**config.mk**
```make
export PLATFORM = sky130hd
export DESIGN_NAME = iat_slot_x64_stub_matcher_core
export DESIGN_NICKNAME = d
export VERILOG_FILES = /design/src/rtl/iatsm_pkg.sv /design/src/rtl/iat_slot_x64_stub_matcher_core.sv /design/src/rtl/iatsm_ctrl.sv /design/src/rtl/iatsm_dp.sv
export SDC_FILE = /design/constraint.sdc
export NUM_CORES = 2
export LEC_CHECK = 0
export BUFFER_PORTS_ARGS = -buffer_cell sky130_fd_sc_hd__buf_2
export CORE_AREA = 10 10 363 365
export CTS_CLUSTER_SIZE = 28
export DETAILED_ROUTE_END_ITERATION = 8
export DIE_AREA = 0 0 373 375
export PLACE_DENSITY = 0.71
export SLEW_MARGIN = 5
export SYNTH_ARGS = -nofsm -noshare
export SYNTH_HDL_FRONTEND = slang
export SYNTH_SLANG_ARGS = --single-unit
```
**constraint.sdc**
```tcl
create_clock -name i_clk -period 17.9 [get_ports i_clk]
set_input_delay 0.895 -clock i_clk [delete_from_list [all_inputs] [get_ports i_clk]]
set_output_delay 0.895 -clock i_clk [all_outputs]
set_load 0.05 [all_outputs]
```
**src/rtl/iatsm_pkg.sv**
```systemverilog
// ============================================================================
// iatsm_pkg
// Shared types and constants for the import slot x64 stub matcher.
// ============================================================================
package iatsm_pkg;

    // default depth of the code range table
    localparam int MAX_RANGES_DEF = 16;

    // field widths
    localparam int WORD_W   = 32;
    localparam int BYTE_W   = 8;
    localparam int RIDX_IN_W = 4;
    localparam int RCNT_W   = 5;
    localparam int CFG_IDX_W = 3;

    // item commands
    localparam logic CMD_LOAD_RANGE = 1'b0;
    localparam logic CMD_TEST_EXPORT = 1'b1;

    // configuration register indexes
    localparam logic [CFG_IDX_W-1:0] CFG_IMAGE_SIZE   = 3'd0;
    localparam logic [CFG_IDX_W-1:0] CFG_SLOT_OFFSET  = 3'd1;
    localparam logic [CFG_IDX_W-1:0] CFG_EXPDIR_OFS   = 3'd2;
    localparam logic [CFG_IDX_W-1:0] CFG_EXPDIR_SIZE  = 3'd3;
    localparam logic [CFG_IDX_W-1:0] CFG_FUNC_TBL_OFS = 3'd4;
    localparam logic [CFG_IDX_W-1:0] CFG_FUNC_COUNT   = 3'd5;
    localparam logic [CFG_IDX_W-1:0] CFG_MAP_ENABLE   = 3'd6;
    localparam logic [CFG_IDX_W-1:0] CFG_RANGE_COUNT  = 3'd7;

    // stub and header constants
    localparam logic [BYTE_W-1:0] OPC_JMP0   = 8'hff;
    localparam logic [BYTE_W-1:0] OPC_JMP1   = 8'h25;
    localparam logic [1:0]        TYPE_X64   = 2'd2;
    localparam int                STUB_LEN   = 6;
    localparam int                SLOT_BYTES = 8;
    localparam int                EXPDIR_BYTES = 40;
    localparam int                FUNC_SHIFT = 2;

    // controller states, one-hot
    typedef enum logic [3:0] {
        S_IDLE  = 4'b0001,
        S_CHECK = 4'b0010,
        S_SCAN  = 4'b0100,
        S_DONE  = 4'b1000
    } t_state;

    // controller to datapath
    typedef struct packed {
        logic load;        // write range entry from the inputs
        logic capture;     // latch export entry fields
        logic scan_first;  // start range scan at entry 0
        logic scan_next;   // step to the next range entry
        logic finish;      // fold export result into the match flag
    } t_dp_cmd;

    // datapath to controller
    typedef struct packed {
        logic scan_go;     // export passes the basic checks, the map is enabled and ranges exist
        logic hit;         // current range contains the export
        logic scan_end;    // current range is the last one in use
    } t_dp_stat;

endpackage

```
**src/rtl/iat_slot_x64_stub_matcher_core.sv**
```systemverilog
// ============================================================================
// iat_slot_x64_stub_matcher_core
// Tells whether an export of the image is an x64 jump stub through a slot.
// ============================================================================
//
//  channel   handshake                 payload
//  -------   -----------------------   ------------------------------------
//  item in   i_start & !o_busy         i_cmd, range and export entry fields
//  result    o_valid (one cycle)       o_is_x64_export
//  config    i_cfg_we                  i_cfg_index, i_cfg_wdata
//
//  A range load leaves the block idle: the next item may follow at once.
//  An export item keeps the block busy through the check state, the scan
//  state over at most min(range_count, MAX_RANGES) range entries, and the
//  done state; the range table has one read port and the scan visits one
//  entry per cycle. The result of an item marked last is registered from
//  the done state and shows as the next item may be taken. The receiver cannot stall the result.
//  Reset is synchronous, active low; range entries hold nothing until loaded.
//
module iat_slot_x64_stub_matcher_core #(
    parameter int MAX_RANGES = iatsm_pkg::MAX_RANGES_DEF
) (
    input  logic                                i_clk,
    input  logic                                i_rst_n,
    input  logic                                i_start,
    output logic                                o_busy,
    input  logic                                i_cmd,
    input  logic [iatsm_pkg::RIDX_IN_W-1:0]     i_range_index,
    input  logic [iatsm_pkg::WORD_W-1:0]        i_range_start_word,
    input  logic [iatsm_pkg::WORD_W-1:0]        i_range_len,
    input  logic [iatsm_pkg::WORD_W-1:0]        i_export_offset,
    input  logic [iatsm_pkg::BYTE_W-1:0]        i_stub_byte0,
    input  logic [iatsm_pkg::BYTE_W-1:0]        i_stub_byte1,
    input  logic signed [iatsm_pkg::WORD_W-1:0] i_stub_disp,
    input  logic                                i_last,
    output logic                                o_valid,
    output logic                                o_is_x64_export,
    input  logic                                i_cfg_we,
    input  logic [iatsm_pkg::CFG_IDX_W-1:0]     i_cfg_index,
    input  logic [iatsm_pkg::WORD_W-1:0]        i_cfg_wdata
);
    import iatsm_pkg::*;

    t_dp_cmd  dp_cmd;
    t_dp_stat dp_stat;

    iatsm_ctrl u_ctrl (
        .i_clk     (i_clk),
        .i_rst_n   (i_rst_n),
        .i_start   (i_start),
        .i_cmd     (i_cmd),
        .o_busy    (o_busy),
        .o_dp_cmd  (dp_cmd),
        .i_dp_stat (dp_stat)
    );

    iatsm_dp #(
        .MAX_RANGES (MAX_RANGES)
    ) u_dp (
        .i_clk              (i_clk),
        .i_rst_n            (i_rst_n),
        .i_cfg_we           (i_cfg_we),
        .i_cfg_index        (i_cfg_index),
        .i_cfg_wdata        (i_cfg_wdata),
        .i_range_index      (i_range_index),
        .i_range_start_word (i_range_start_word),
        .i_range_len        (i_range_len),
        .i_export_offset    (i_export_offset),
        .i_stub_byte0       (i_stub_byte0),
        .i_stub_byte1       (i_stub_byte1),
        .i_stub_disp        (i_stub_disp),
        .i_last             (i_last),
        .i_dp_cmd           (dp_cmd),
        .o_dp_stat          (dp_stat),
        .o_valid            (o_valid),
        .o_is_x64_export    (o_is_x64_export)
    );

    // a result only follows an export item in flight
    a_valid_after_busy: assert property (@(posedge i_clk) disable iff (!i_rst_n)
        o_valid |-> $past(o_busy))
        else $error("result strobe without an export item in flight");

    // an export item always occupies the block
    a_export_busy: assert property (@(posedge i_clk) disable iff (!i_rst_n)
        (i_start && !o_busy && i_cmd == CMD_TEST_EXPORT) |=> o_busy)
        else $error("export item accepted but block not busy");

    // a range load finishes at once and makes no result
    a_load_quiet: assert property (@(posedge i_clk) disable iff (!i_rst_n)
        (i_start && !o_busy && i_cmd == CMD_LOAD_RANGE) |=> (!o_busy && !o_valid))
        else $error("range load left the block busy or made a result");

    // datapath commands never overlap
    a_cmd_onehot: assert property (@(posedge i_clk) disable iff (!i_rst_n)
        $onehot0({dp_cmd.load, dp_cmd.capture, dp_cmd.scan_first,
                  dp_cmd.scan_next, dp_cmd.finish}))
        else $error("overlapping datapath commands");

endmodule

```
**src/rtl/iatsm_ctrl.sv**
```systemverilog
// ============================================================================
// iatsm_ctrl
// Sequencer: accepts items, walks the range scan, closes each export item.
// ============================================================================
module iatsm_ctrl (
    input  logic                i_clk,
    input  logic                i_rst_n,
    input  logic                i_start,
    input  logic                i_cmd,
    output logic                o_busy,
    output iatsm_pkg::t_dp_cmd  o_dp_cmd,
    input  iatsm_pkg::t_dp_stat i_dp_stat
);
    import iatsm_pkg::*;

    t_state r_state, n_state;
    logic   accept;

    assign accept = i_start && (r_state == S_IDLE);
    assign o_busy = (r_state != S_IDLE);

    // next state
    always_comb begin
        n_state = r_state;
        unique case (r_state)
            S_IDLE: begin
                if (accept && i_cmd == CMD_TEST_EXPORT) n_state = S_CHECK;
            end
            S_CHECK: begin
                n_state = i_dp_stat.scan_go ? S_SCAN : S_DONE;
            end
            S_SCAN: begin
                if (i_dp_stat.hit || i_dp_stat.scan_end) n_state = S_DONE;
            end
            S_DONE: begin
                n_state = S_IDLE;
            end
            default: n_state = S_IDLE;
        endcase
    end

    always_ff @(posedge i_clk) begin
        if (!i_rst_n) begin
            r_state <= S_IDLE;
        end else begin
            r_state <= n_state;
        end
    end

    // datapath commands
    always_comb begin
        o_dp_cmd.load       = accept && (i_cmd == CMD_LOAD_RANGE);
        o_dp_cmd.capture    = accept && (i_cmd == CMD_TEST_EXPORT);
        o_dp_cmd.scan_first = (r_state == S_CHECK) && i_dp_stat.scan_go;
        o_dp_cmd.scan_next  = (r_state == S_SCAN) && !i_dp_stat.hit && !i_dp_stat.scan_end;
        o_dp_cmd.finish     = (r_state == S_DONE);
    end

endmodule

```
**src/rtl/iatsm_dp.sv**
```systemverilog
// ============================================================================
// iatsm_dp
// Datapath: config registers, range table, export checks and match flag.
// ============================================================================
module iatsm_dp #(
    parameter int MAX_RANGES = iatsm_pkg::MAX_RANGES_DEF
) (
    input  logic                                i_clk,
    input  logic                                i_rst_n,
    input  logic                                i_cfg_we,
    input  logic [iatsm_pkg::CFG_IDX_W-1:0]     i_cfg_index,
    input  logic [iatsm_pkg::WORD_W-1:0]        i_cfg_wdata,
    input  logic [iatsm_pkg::RIDX_IN_W-1:0]     i_range_index,
    input  logic [iatsm_pkg::WORD_W-1:0]        i_range_start_word,
    input  logic [iatsm_pkg::WORD_W-1:0]        i_range_len,
    input  logic [iatsm_pkg::WORD_W-1:0]        i_export_offset,
    input  logic [iatsm_pkg::BYTE_W-1:0]        i_stub_byte0,
    input  logic [iatsm_pkg::BYTE_W-1:0]        i_stub_byte1,
    input  logic signed [iatsm_pkg::WORD_W-1:0] i_stub_disp,
    input  logic                                i_last,
    input  iatsm_pkg::t_dp_cmd                  i_dp_cmd,
    output iatsm_pkg::t_dp_stat                 o_dp_stat,
    output logic                                o_valid,
    output logic                                o_is_x64_export
);
    import iatsm_pkg::*;

    localparam int RIDX_W = (MAX_RANGES > 1) ? $clog2(MAX_RANGES) : 1;
    localparam int CNT_W  = (RIDX_W + 1 > RCNT_W) ? RIDX_W + 1 : RCNT_W;
    localparam logic [CNT_W-1:0] MAXR = CNT_W'(MAX_RANGES);

    // configuration registers
    logic [WORD_W-1:0] r_image_size, r_slot_offset, r_expdir_ofs, r_expdir_size;
    logic [WORD_W-1:0] r_func_tbl_ofs, r_func_count;
    logic              r_map_en;
    logic [RCNT_W-1:0] r_range_count;

    always_ff @(posedge i_clk) begin
        if (!i_rst_n) begin
            r_image_size   <= '0;
            r_slot_offset  <= '0;
            r_expdir_ofs   <= '0;
            r_expdir_size  <= '0;
            r_func_tbl_ofs <= '0;
            r_func_count   <= '0;
            r_map_en       <= 1'b0;
            r_range_count  <= '0;
        end else if (i_cfg_we) begin
            unique case (i_cfg_index)
                CFG_IMAGE_SIZE:   r_image_size   <= i_cfg_wdata;
                CFG_SLOT_OFFSET:  r_slot_offset  <= i_cfg_wdata;
                CFG_EXPDIR_OFS:   r_expdir_ofs   <= i_cfg_wdata;
                CFG_EXPDIR_SIZE:  r_expdir_size  <= i_cfg_wdata;
                CFG_FUNC_TBL_OFS: r_func_tbl_ofs <= i_cfg_wdata;
                CFG_FUNC_COUNT:   r_func_count   <= i_cfg_wdata;
                CFG_MAP_ENABLE:   r_map_en       <= i_cfg_wdata[0];
                CFG_RANGE_COUNT:  r_range_count  <= i_cfg_wdata[RCNT_W-1:0];
            endcase
        end
    end

    // header bounds, registered; the user must keep config static while items run, unenforced
    logic r_hdr_ok;
    always_ff @(posedge i_clk) begin
        r_hdr_ok <= ({1'b0, r_slot_offset} + (WORD_W+1)'(SLOT_BYTES) <= {1'b0, r_image_size})
                 && ({1'b0, r_expdir_ofs} + (WORD_W+1)'(EXPDIR_BYTES) <= {1'b0, r_image_size})
                 && (r_func_tbl_ofs != '0) && (r_func_count != '0)
                 && ({2'b0, r_func_tbl_ofs} + {r_func_count, {FUNC_SHIFT{1'b0}}}
                     <= {2'b0, r_image_size});
    end

    // range table
    logic [WORD_W-1:0] r_mem_start [MAX_RANGES];
    logic [WORD_W-1:0] r_mem_len   [MAX_RANGES];
    logic [WORD_W-1:0] r_rd_start, r_rd_len;
    logic [CNT_W-1:0]  ld_idx;
    logic [CNT_W-1:0]  r_scan_idx;
    logic [CNT_W-1:0]  scan_inc;
    logic [RIDX_W-1:0] rd_addr;

    assign ld_idx   = CNT_W'(i_range_index);
    assign scan_inc = r_scan_idx + CNT_W'(1);
    assign rd_addr  = i_dp_cmd.scan_first ? '0 : scan_inc[RIDX_W-1:0];

    always_ff @(posedge i_clk) begin
        if (i_dp_cmd.load && (ld_idx < MAXR)) begin
            r_mem_start[ld_idx[RIDX_W-1:0]] <= i_range_start_word;
            r_mem_len[ld_idx[RIDX_W-1:0]]   <= i_range_len;
        end
        if (i_dp_cmd.scan_first || i_dp_cmd.scan_next) begin
            r_rd_start <= r_mem_start[rd_addr];
            r_rd_len   <= r_mem_len[rd_addr];
        end
    end

    // scan position
    always_ff @(posedge i_clk) begin
        if (!i_rst_n) begin
            r_scan_idx <= '0;
        end else if (i_dp_cmd.scan_first) begin
            r_scan_idx <= '0;
        end else if (i_dp_cmd.scan_next) begin
            r_scan_idx <= scan_inc;
        end
    end

    // export entry capture
    logic [WORD_W-1:0]        r_addr;
    logic [BYTE_W-1:0]        r_b0, r_b1;
    logic signed [WORD_W-1:0] r_disp;
    logic                     r_last;

    always_ff @(posedge i_clk) begin
        if (i_dp_cmd.capture) begin
            r_addr <= i_export_offset;
            r_b0   <= i_stub_byte0;
            r_b1   <= i_stub_byte1;
            r_disp <= i_stub_disp;
            r_last <= i_last;
        end
    end

    // basic export checks, all but the native range test
    logic        in_image, is_fwd, opc_ok, tgt_ok, prelim;
    logic [WORD_W+1:0] target;
    logic [CNT_W-1:0]  n_ranges;

    assign in_image = (r_addr != '0)
                   && ({1'b0, r_addr} + (WORD_W+1)'(STUB_LEN) <= {1'b0, r_image_size});
    assign is_fwd   = (r_addr >= r_expdir_ofs)
                   && ({1'b0, r_addr} < {1'b0, r_expdir_ofs} + {1'b0, r_expdir_size});
    assign opc_ok   = (r_b0 == OPC_JMP0) && (r_b1 == OPC_JMP1);
    assign target   = {2'b0, r_addr} + (WORD_W+2)'(STUB_LEN)
                    + {{2{r_disp[WORD_W-1]}}, r_disp};
    assign tgt_ok   = (target == {2'b0, r_slot_offset});
    assign prelim   = in_image && !is_fwd && opc_ok && tgt_ok;
    assign n_ranges = (CNT_W'(r_range_count) > MAXR) ? MAXR : CNT_W'(r_range_count);

    // basic verdict, follows the captured entry from the check state on
    logic r_prelim;
    always_ff @(posedge i_clk) begin
        if (i_dp_cmd.capture) begin
            r_prelim <= 1'b0;
        end else begin
            r_prelim <= prelim;
        end
    end

    // range containment for the entry just read
    logic [WORD_W-1:0] rng_base;
    assign rng_base = {r_rd_start[WORD_W-1:2], 2'b00};

    always_comb begin
        o_dp_stat.scan_go  = prelim && r_map_en && (n_ranges != '0);
        o_dp_stat.hit      = (r_addr >= rng_base) && ((r_addr - rng_base) < r_rd_len);
        o_dp_stat.scan_end = (scan_inc == n_ranges);
    end

    // scan window marker
    logic r_scan_active;
    always_ff @(posedge i_clk) begin
        if (!i_rst_n) begin
            r_scan_active <= 1'b0;
        end else if (i_dp_cmd.scan_first) begin
            r_scan_active <= 1'b1;
        end else if (!i_dp_cmd.scan_next) begin
            r_scan_active <= 1'b0;
        end
    end

    // native flag: set when the first containing range is not x64
    logic r_native;
    always_ff @(posedge i_clk) begin
        if (!i_rst_n) begin
            r_native <= 1'b0;
        end else if (i_dp_cmd.capture) begin
            r_native <= 1'b0;
        end else if (!i_dp_cmd.finish && !i_dp_cmd.scan_first && !i_dp_cmd.scan_next
                     && o_dp_stat.hit && r_scan_active) begin
            r_native <= (r_rd_start[1:0] != TYPE_X64);
        end
    end

    // match flag and result
    logic r_match_found, r_valid, r_result, item_match;
    assign item_match = r_prelim && !r_native;

    always_ff @(posedge i_clk) begin
        if (!i_rst_n) begin
            r_match_found <= 1'b0;
            r_valid       <= 1'b0;
        end else begin
            r_valid <= i_dp_cmd.finish && r_last;
            if (i_dp_cmd.finish) begin
                r_match_found <= r_last ? 1'b0 : (r_match_found || item_match);
            end
        end
    end

    always_ff @(posedge i_clk) begin
        if (i_dp_cmd.finish) begin
            r_result <= r_hdr_ok && (r_match_found || item_match);
        end
    end

    assign o_valid         = r_valid;
    assign o_is_x64_export = r_result;

endmodule

```
==> flow_summary.yaml <==
placement:
  placed_cells: 6982
  preCtsSetupSlack_ns: 9.763
  place.gp.congestion: 0.9992
  place_area_sq_um: 70640
  dp_hpwl_mm: 128.0
  portBuffers: 191
critical_path:
  critPathTopFamily: "simple AND/OR/NAND/NOR gates"
  cp-start-kind: "register"
  crit_buf_inv: 1
  setup.worst_path.class: "reg -> reg"
  crit_fanout: 92
  crit_required_ns: 18.40
  cp-end-kind: "register"
  crit_path_top_delay_cell: "buf_4"
  slowest_delay_ns: 0.95
  worstPathArrival_ns: 8.82
  worstPathCellList: "and4_1 > and3_1 > and3_1 > and3_1 > and3_1 > nand4_1 > nor2_1 > nand2_1 > xnor2_1 > ha_1 > a21oi_1 > o211ai_1 > o22ai_1 > o221ai_1 > nor4b_1 > nor4bb_1 > nand4_2 > or4_4 > nor2_4 > buf_4 > o32ai_1"
  cpMostUsedCell: "and3_1"
global_routing:
  grt_pass1_wl_mm: 287.8
  antenna_found_initial: 7
  grt_usage: 0.2719
  overflow: 0
  grt_pass1_vias: 44503
  grt_max_degree: 116
logic_synthesis:
  syn_inst: 5326
  synth_fp_nets: 5871
  synth.area.top_cells: "edfxtp_1, ha_1, mux4_2, dfxtp_1, nand2_1"
  synth_seq_cells: 1383
  synth_top_family_by_area: "compound AO/OA/AOI/OAI gates"
  synth_top_area_frac: 0.5175
  synth-xor-area-share: 0.02825
  synthSimpleGateAreaFrac: 0.09797
  yosysUniqueCellTypes: 88
  async_reset_ff_frac: 0
  synth_mux_area_frac: 0.08555
  synthMostInstantiatedCell: "edfxtp_1"
  synthTopCellsByCount: "edfxtp_1, nand2_1, ha_1"
  synth_area_sq_um: 67890
  syn_avg_cell_area_sq_um: 12.75
  ys.flop_type: "edfxtp_1"
  synth_top_cell_by_area: "edfxtp_1"
  yosys.area_share.adder: 0.06605
  ys_seq_area_frac: 0.5803
  synth_edf_count: 1170
  yosysWarnings: 0
  synth-compound-area-share: 0.1135
routing:
  wirelength_met1_mm: 76.74
  wl_met3_mm: 16.88
  drt_iter0_markers: 4375
  dr.max_layer_used: "met5"
  vias_per_cell: 6.292
  detail-route-antenna-nets: 0
  dr_wl_met2_mm: 90.11
  drc: 0
  dr.pass1.iters: 7
  vias: 45594
  drt_wl_total_mm: 194.1
  wl_per_cell_microns: 26.78
clock_network:
  cts_hold_buffers: 0
  clkSinkCount: 1383
  cts_tree: "built"
  cts_root_buffer: "clkbuf_16"
  cts_max_level: 4
  cts_buffer_depth: 3
  clock_latency_ns: 0.83
  cts_resized: 0
  numCtsBuffers: 143
  cts_setup_buffers: 0
  clk_pin_slew_ns: 0.06
die:
  die-area_sq_um: 139900
  die_y_microns: 375
  die_x_microns: 373
  ios: 192
  start_util: 0.5442
  rows: 130
  core-area_sq_um: 124800
sta:
  setup_tns_ns: 0
  finClkSkew_ns: 0.07408
  final-hold-violation-count: 0
  maxSlewViolCount: 0
  slew_headroom: 0.1747
  worstMarginPinSlew_ns: 1.235
  finalCriticalPeriod_ns: 8.318
  setup_viol: 0
  rsz0062_at_grt: "no"
  max_freq_ghz: 0.1202
  fin_crit_sh: 0.4647
  setup_slack_ns: 9.582
cells_and_area:
  drive_gt1_frac: 0.1459
  syn2layout_area_growth_pct: 10.93
  stdcell_count: 7246
  nNetsFinal: 6022
  stdcell_area_sq_um: 75310
run:
  drv_cap: 0
power_and_ir_drop:
  p_per_area_nw_per_um2: 91.98
  p_leak_uw: 0.02605
  vdd.ir_drop.worst_mv: 0.1019
outcome:
  status: "finished clean"
hold_path:
  hold_path_class: "in -> reg"
-- path summary, 6_finish.rpt --
kind | start | end | slack (ns) | depth (start not counted)
setup / recovery | u_dp.r_addr[12] | u_dp.r_rd_start[5] | 9.58 | 21
hold / removal | i_export_offset[22] | u_dp.r_addr[22] | 0.26 | 1
setup reg to reg | u_dp.r_addr[12] | u_dp.r_rd_start[5] | 9.58 | 21
hold reg to reg | u_dp.r_image_size[3] | u_dp.r_image_size[3] | 0.46 | 2
-- power by group --
group	leakage [uW]	switching (uW)	internal [uW]
logic	0.0115	269	141
clock network	0.00224	1310	1650
registers	0.0123	31.5	3520
total	0.0260	1610	5320
-- cells in the final DEF (no fill, tap or decap), types with 98 or more instances in the layout --
cell	count
buf_2	190
dfxtp_1	212
o21ai_0	98
ha_1	351
edfxtp_1	1170
nor2_1	320
mux4_2	192
nand2_1	593
inv_1	237
xnor2_1	155
a21boi_0	194
clkbuf_16	143
a21oi_1	304
-- cell type report --
| class | instances | area (sq um) |
|---|---|---|
| fill | 9514 | 49450 |
| sequential | 1383 | 39400 |
| multi-input combinational | 3454 | 26810 |
| clock buffer | 181 | 3781 |
| tap | 1650 | 2064 |
| timing repair buffer | 257 | 1479 |
| inverter | 238 | 893.4 |
| clock inverter | 81 | 879.6 |
| antenna | 2 | 5.005 |
-- metal layers --
layer,vias to the layer above,GRT usage
met3,465,0.05476
met4,10,0.1348
met1,22519,0.3558
met2,2146,0.4327
li1,20454,-
met5,-,0
-- cells by family after synthesis --
logic type               after synthesis
buffers and inverters                489
flip-flops                          1383
multiplexers                         332
AND/OR/NAND/NOR                     1443
XOR/XNOR                             219
adder cells (fa/ha/maj)              356
AO/OA/AOI/OAI                       1104
-- stage by stage --
stage                     power [uW]  hold slack, ns  utilization
after floorplan                 3846          0.4435            -
after global placement          4019          0.4508       0.5663
after detailed placement        4024          0.4579       0.5663
after CTS                       6963          0.2281       0.6036
after global routing            7134          0.2400       0.6036
final                           6927          0.2619       0.6037
No activity file was read; power rests on OpenSTA's default activity.
